===== src/rusi_pkg.sv =====
// ----------------------------------------------------------------------------
// rusi_pkg
// shared types and constants of the ray / unit sphere intersection pipeline
// ----------------------------------------------------------------------------
package rusi_pkg;

    // coordinate word and fixed-point format
    localparam int COORD_WIDTH = 32;
    localparam int FRAC_BITS   = 16;

    // digit width of the pipelined multipliers
    localparam int MUL_DIGIT_W = 16;

    typedef enum logic [1:0] {
        KIND_MISS     = 2'd0,
        KIND_TANGENT  = 2'd1,
        KIND_TWO      = 2'd2,
        KIND_ZERO_DIR = 2'd3
    } t_hit_kind;

    typedef struct packed {
        logic signed [COORD_WIDTH-1:0] origin_x;
        logic signed [COORD_WIDTH-1:0] origin_y;
        logic signed [COORD_WIDTH-1:0] origin_z;
        logic signed [COORD_WIDTH-1:0] dir_x;
        logic signed [COORD_WIDTH-1:0] dir_y;
        logic signed [COORD_WIDTH-1:0] dir_z;
        logic signed [COORD_WIDTH-1:0] center_x;
        logic signed [COORD_WIDTH-1:0] center_y;
        logic signed [COORD_WIDTH-1:0] center_z;
        logic signed [COORD_WIDTH-1:0] start_time;
    } t_ray_in;

    typedef struct packed {
        t_hit_kind                     hit_kind;
        logic signed [COORD_WIDTH-1:0] t_near;
        logic signed [COORD_WIDTH-1:0] t_far;
        logic                          saturated;
    } t_hit_out;

endpackage


===== src/rusi_mul.sv =====
// ----------------------------------------------------------------------------
// rusi_mul
// pipelined signed multiplier, one digit of the second operand per stage
// ----------------------------------------------------------------------------
module rusi_mul #(
    parameter int A_W     = rusi_pkg::COORD_WIDTH,
    parameter int B_W     = rusi_pkg::COORD_WIDTH,
    parameter int DIGIT_W = rusi_pkg::MUL_DIGIT_W
) (
    input  logic                       i_clk,
    input  logic                       i_en,
    input  logic signed [A_W-1:0]      i_a,
    input  logic signed [B_W-1:0]      i_b,
    output logic signed [A_W+B_W-1:0]  o_p
);

    localparam int ND  = (B_W + DIGIT_W - 1) / DIGIT_W;
    localparam int BX  = ND * DIGIT_W;
    localparam int P_W = A_W + B_W;

    logic signed [A_W-1:0]       r_a   [ND];
    logic        [BX-1:0]        r_b   [ND];
    logic signed [P_W-1:0]       r_acc [ND];
    logic signed [A_W-1:0]       w_a   [ND];
    logic        [BX-1:0]        w_b   [ND];
    logic signed [P_W-1:0]       w_acc [ND];
    logic signed [P_W-1:0]       n_acc [ND];

    always_comb begin
        logic        [DIGIT_W-1:0] dig;
        logic signed [DIGIT_W:0]   dig_s;
        logic signed [A_W+DIGIT_W:0] pp;
        w_a[0]   = i_a;
        w_b[0]   = BX'(i_b);
        w_acc[0] = '0;
        for (int k = 1; k < ND; k++) begin
            w_a[k]   = r_a[k-1];
            w_b[k]   = r_b[k-1];
            w_acc[k] = r_acc[k-1];
        end
        for (int k = 0; k < ND; k++) begin
            dig = w_b[k][k*DIGIT_W +: DIGIT_W];
            // only the top digit carries the sign
            if (k == ND - 1) begin
                dig_s = $signed({dig[DIGIT_W-1], dig});
            end else begin
                dig_s = $signed({1'b0, dig});
            end
            pp       = w_a[k] * dig_s;
            n_acc[k] = w_acc[k] + (P_W'(pp) <<< (k * DIGIT_W));
        end
    end

    always_ff @(posedge i_clk) begin
        if (i_en) begin
            for (int k = 0; k < ND; k++) begin
                r_a[k]   <= w_a[k];
                r_b[k]   <= w_b[k];
                r_acc[k] <= n_acc[k];
            end
        end
    end

    assign o_p = r_acc[ND-1];

endmodule


===== config.mk =====
export PLATFORM = sky130hd
export DESIGN_NAME = rusi_mul
export DESIGN_NICKNAME = d
export VERILOG_FILES = /design/src/rusi_pkg.sv /design/src/rusi_mul.sv
export SDC_FILE = /design/constraint.sdc
export NUM_CORES = 2
export LEC_CHECK = 0
export BUFFER_PORTS_ARGS = -buffer_cell sky130_fd_sc_hd__buf_2
export CORE_MARGIN = 4
export CORE_UTILIZATION = 35
export CTS_CLUSTER_SIZE = 14
export DETAILED_ROUTE_END_ITERATION = 10
export PLACE_DENSITY = 0.59
export SKIP_LAST_GASP = 1
export SLEW_MARGIN = 10
export SYNTH_ARGS = -nofsm -noshare
export SYNTH_HDL_FRONTEND = slang
export SYNTH_SLANG_ARGS = --single-unit
export TNS_END_PERCENT = 30

===== constraint.sdc =====
create_clock -name i_clk -period 20.4 [get_ports i_clk]
set_input_delay 4.08 -clock i_clk [delete_from_list [all_inputs] [get_ports i_clk]]
set_output_delay 4.08 -clock i_clk [all_outputs]
set_load 0.03 [all_outputs]

==> run summary <==
initial antenna violation count = 4
period utilization = 0.5192
DR vias = 30350
first-pass GRT wire length = 184100 microns
Setup Skew = 0.01656 ns
Crit. End Element = register
Final #Nets = 5886
routing usage on met3 = 0.03064
WP data arrival = 10.83 ns
relative slew slack = 0.1974
share of layout cells above drive strength 1 = 0.04567
WS Path Type = in2reg
root buffer cell = clkbuf_16
fin. max-slew vios = 0
Iter 0 DRT Violations = 1897
router iterations before antenna repair = 5
total CTS buffers = 17
Die Wd = 360.6 microns
pin count of the biggest net entering global routing = 101
cell count after synthesis = 4636
Post-synth EDFFs = 161
Most used DFF post-synth = edfxtp_1
placer congestion estimate = 0.8498
FF+latch count, synth = 161
RSZ-0062 raised after global routing = false
drc violations = 0
# port buffers = 129
CP bufs+invs = 4
GRT overflow = 0
Cell Chain, Critical Path = buf_2 -> nand2_1 -> fa_1 -> inv_1 -> fa_1 -> inv_1 -> fa_1 -> fa_1 -> fa_1 -> inv_1 -> fa_1 -> ha_1 -> a21o_1 -> a21o_1 -> a21oi_1 -> nand4_1 -> a41oi_1 -> o31ai_1 -> a21oi_1 -> o21ai_0 -> xnor2_1
Max Cap Viol = 0
CTS H-tree lvls = 4
final hold vios = 0
Worst-Margin Slew = 1.203 ns
Hold Path Class = reg2reg
Die Height = 360.6 microns
Routed Wire Length = 112800 microns
Clock Pin Slew Worst Setup and Hold Paths = 0.07 ns
P&R area growth vs syn = 5.403%
antenna-violating nets left = 0
initial core utilization = 0.3519
vias in the first global route = 32840
clk_lat worst skew = 0.50 ns
Seq/Total Area, Yosys = 0.1111
YS warnings = 0
share of flip-flops with an asynchronous set or reset = 0
row count = 129
vias per cell = 4.884
delay-heaviest family, CP = adder cells
Max Fclk = 0.09442 GHz
met1 track demand over resource = 0.2517
wire per inst = 18.16 microns
number of clock sinks = 161
Top Usage Layer GRT = met2
CP max FO = 32
CTS tree = done
clock buffer depth = 2
CORE AREA = 123600 sq um
post-route minimum period = 10.59 ns
post_cts resized = 0
most used cell along the critical path = fa_1
Avg Inst Size Synth = 9.385 sq um
Cell variety after synth = 69
GRT Resource Usage Total = 0.1789
Critical-path top delay cell = fa_1
Post-CTS Hold Buffers = 0
setup TNS = 0 ns
Post-CTS Setup Repair Bufs = 0
cell area after synthesis = 43510 sq um
I/O Pins = 130
CP Data Required Time = 20.64 ns
crit start category = primary input
Filler cells = 12590
utilization after layout = 0.3709
final setup violation count = 0
full die area = 130000 sq um
DP HPWL = 89320 microns
crit-path max cell delay = 0.56 ns
M2 GR Usage = 0.2890
status = finished, final reports clean
Mapped Nets = 5959
[stage by stage]
stage / hold slack, ns / cells / area (sq um) / setup WS [ns]
2_1_floorplan: 0.4003 / 4636 / 43510 / 10.44
3_3_place_gp: 0.4029 / 6181 / 45240 / 9.354
3_5_place_dp: 0.4051 / 6181 / 45240 / 9.251
4_1_cts: 0.4242 / 6213 / 45860 / 9.799
5_1_grt: 0.4333 / 6213 / 45860 / 9.479
6_report: 0.4231 / 6214 / 45860 / 9.809
[cell usage in the layout (no fill, tap or decap), types with 18 or more instances in the layout]
| master | count |
|---|---|
| o21bai_1 | 25 |
| buf_2 | 128 |
| edfxtp_1 | 161 |
| nor2_1 | 100 |
| nand3_1 | 33 |
| a21oi_1 | 118 |
| ha_1 | 281 |
| xnor2_1 | 100 |
| xor2_1 | 42 |
| nand2_1 | 654 |
| fa_1 | 976 |
| o21ai_0 | 54 |
| nand2b_1 | 23 |
| inv_1 | 1115 |
| buf_4 | 28 |
| nor3_1 | 18 |
| a21o_1 | 83 |
| and2_1 | 409 |
[synthesized netlist by cell type, types with 5 or more instances]
cell	instances	area share
nor2_1	100	0.0086
a41oi_1	6	0.0012
inv_1	1115	0.096
xor2_1	42	0.0085
o21bai_1	25	0.0043
a31oi_1	15	0.0022
nand3_1	33	0.0038
and4_1	7	0.0014
edfxtp_1	161	0.11
fa_1	976	0.45
nand2_1	654	0.056
o21a_1	10	0.0017
nand4_1	17	0.0024
o211ai_1	11	0.0019
clkbuf_1	183	0.016
or3_1	5	0.00072
a21oi_1	118	0.014
and3_1	10	0.0014
buf_4	64	0.011
nor3_1	18	0.0021
a211oi_1	14	0.0024
nand2b_1	23	0.0033
o21ai_0	54	0.0062
and2_1	409	0.059
o31ai_1	9	0.0016
xnor2_1	100	0.020
o21ai_1	8	0.00092
a21o_1	83	0.014
nor2b_1	13	0.0019
ha_1	281	0.081
[metal layers]
layer  up-vias  routed length (microns)
met5         -                        0
met4         0                     2345
met3       124                     7868
met2       947                    52270
met1     15690                    50340
li1      13600                        -
[flip-flops by register name, indices dropped and copies added, names as in the netlist]
signal / count
r_acc: 113
r_a: 32
r_b: 16
[cell type report]
| cell class | instances | area (sq um) | area share |
|---|---|---|---|
| Tap cell | 1637 | 2048 | 0.04466 |
| Inverter | 1115 | 4185 | 0.09126 |
| Timing Repair Buffer | 157 | 864.6 | 0.01885 |
| Clock buffer | 17 | 425.4 | 0.009276 |
| Sequential cell | 161 | 4835 | 0.1054 |
| Antenna cell | 1 | 2.502 | 0.00005457 |
| Clock inverter | 15 | 192.7 | 0.004202 |
| Multi-Input combinational cell | 3111 | 33310 | 0.7263 |
[cell families after synthesis]
logic type	share of synthesized area
AO/OA/AOI/OAI	0.06422
XOR/XNOR	0.02858
adder cells (fa/ha/maj)	0.5299
buffers and inverters	0.1234
flip-flops	0.1111
multiplexers	0.0002301
AND/OR/NAND/NOR	0.1426
[final timing paths]
kind                                    from             to  slack, ns  cells past startpoint
worst max register to register    r_b[0][31]  r_acc[0][124]      10.69                     30
worst max-delay path                  i_b[2]   r_acc[0][63]       9.81                     21
worst min register to register  r_acc[0][15]   r_acc[0][79]       0.42                      0
worst min-delay path            r_acc[0][15]   r_acc[0][79]       0.42                      0
Power is not shown: default switching activity piles up to over one toggle a cycle in this logic, so the estimate is an artifact.
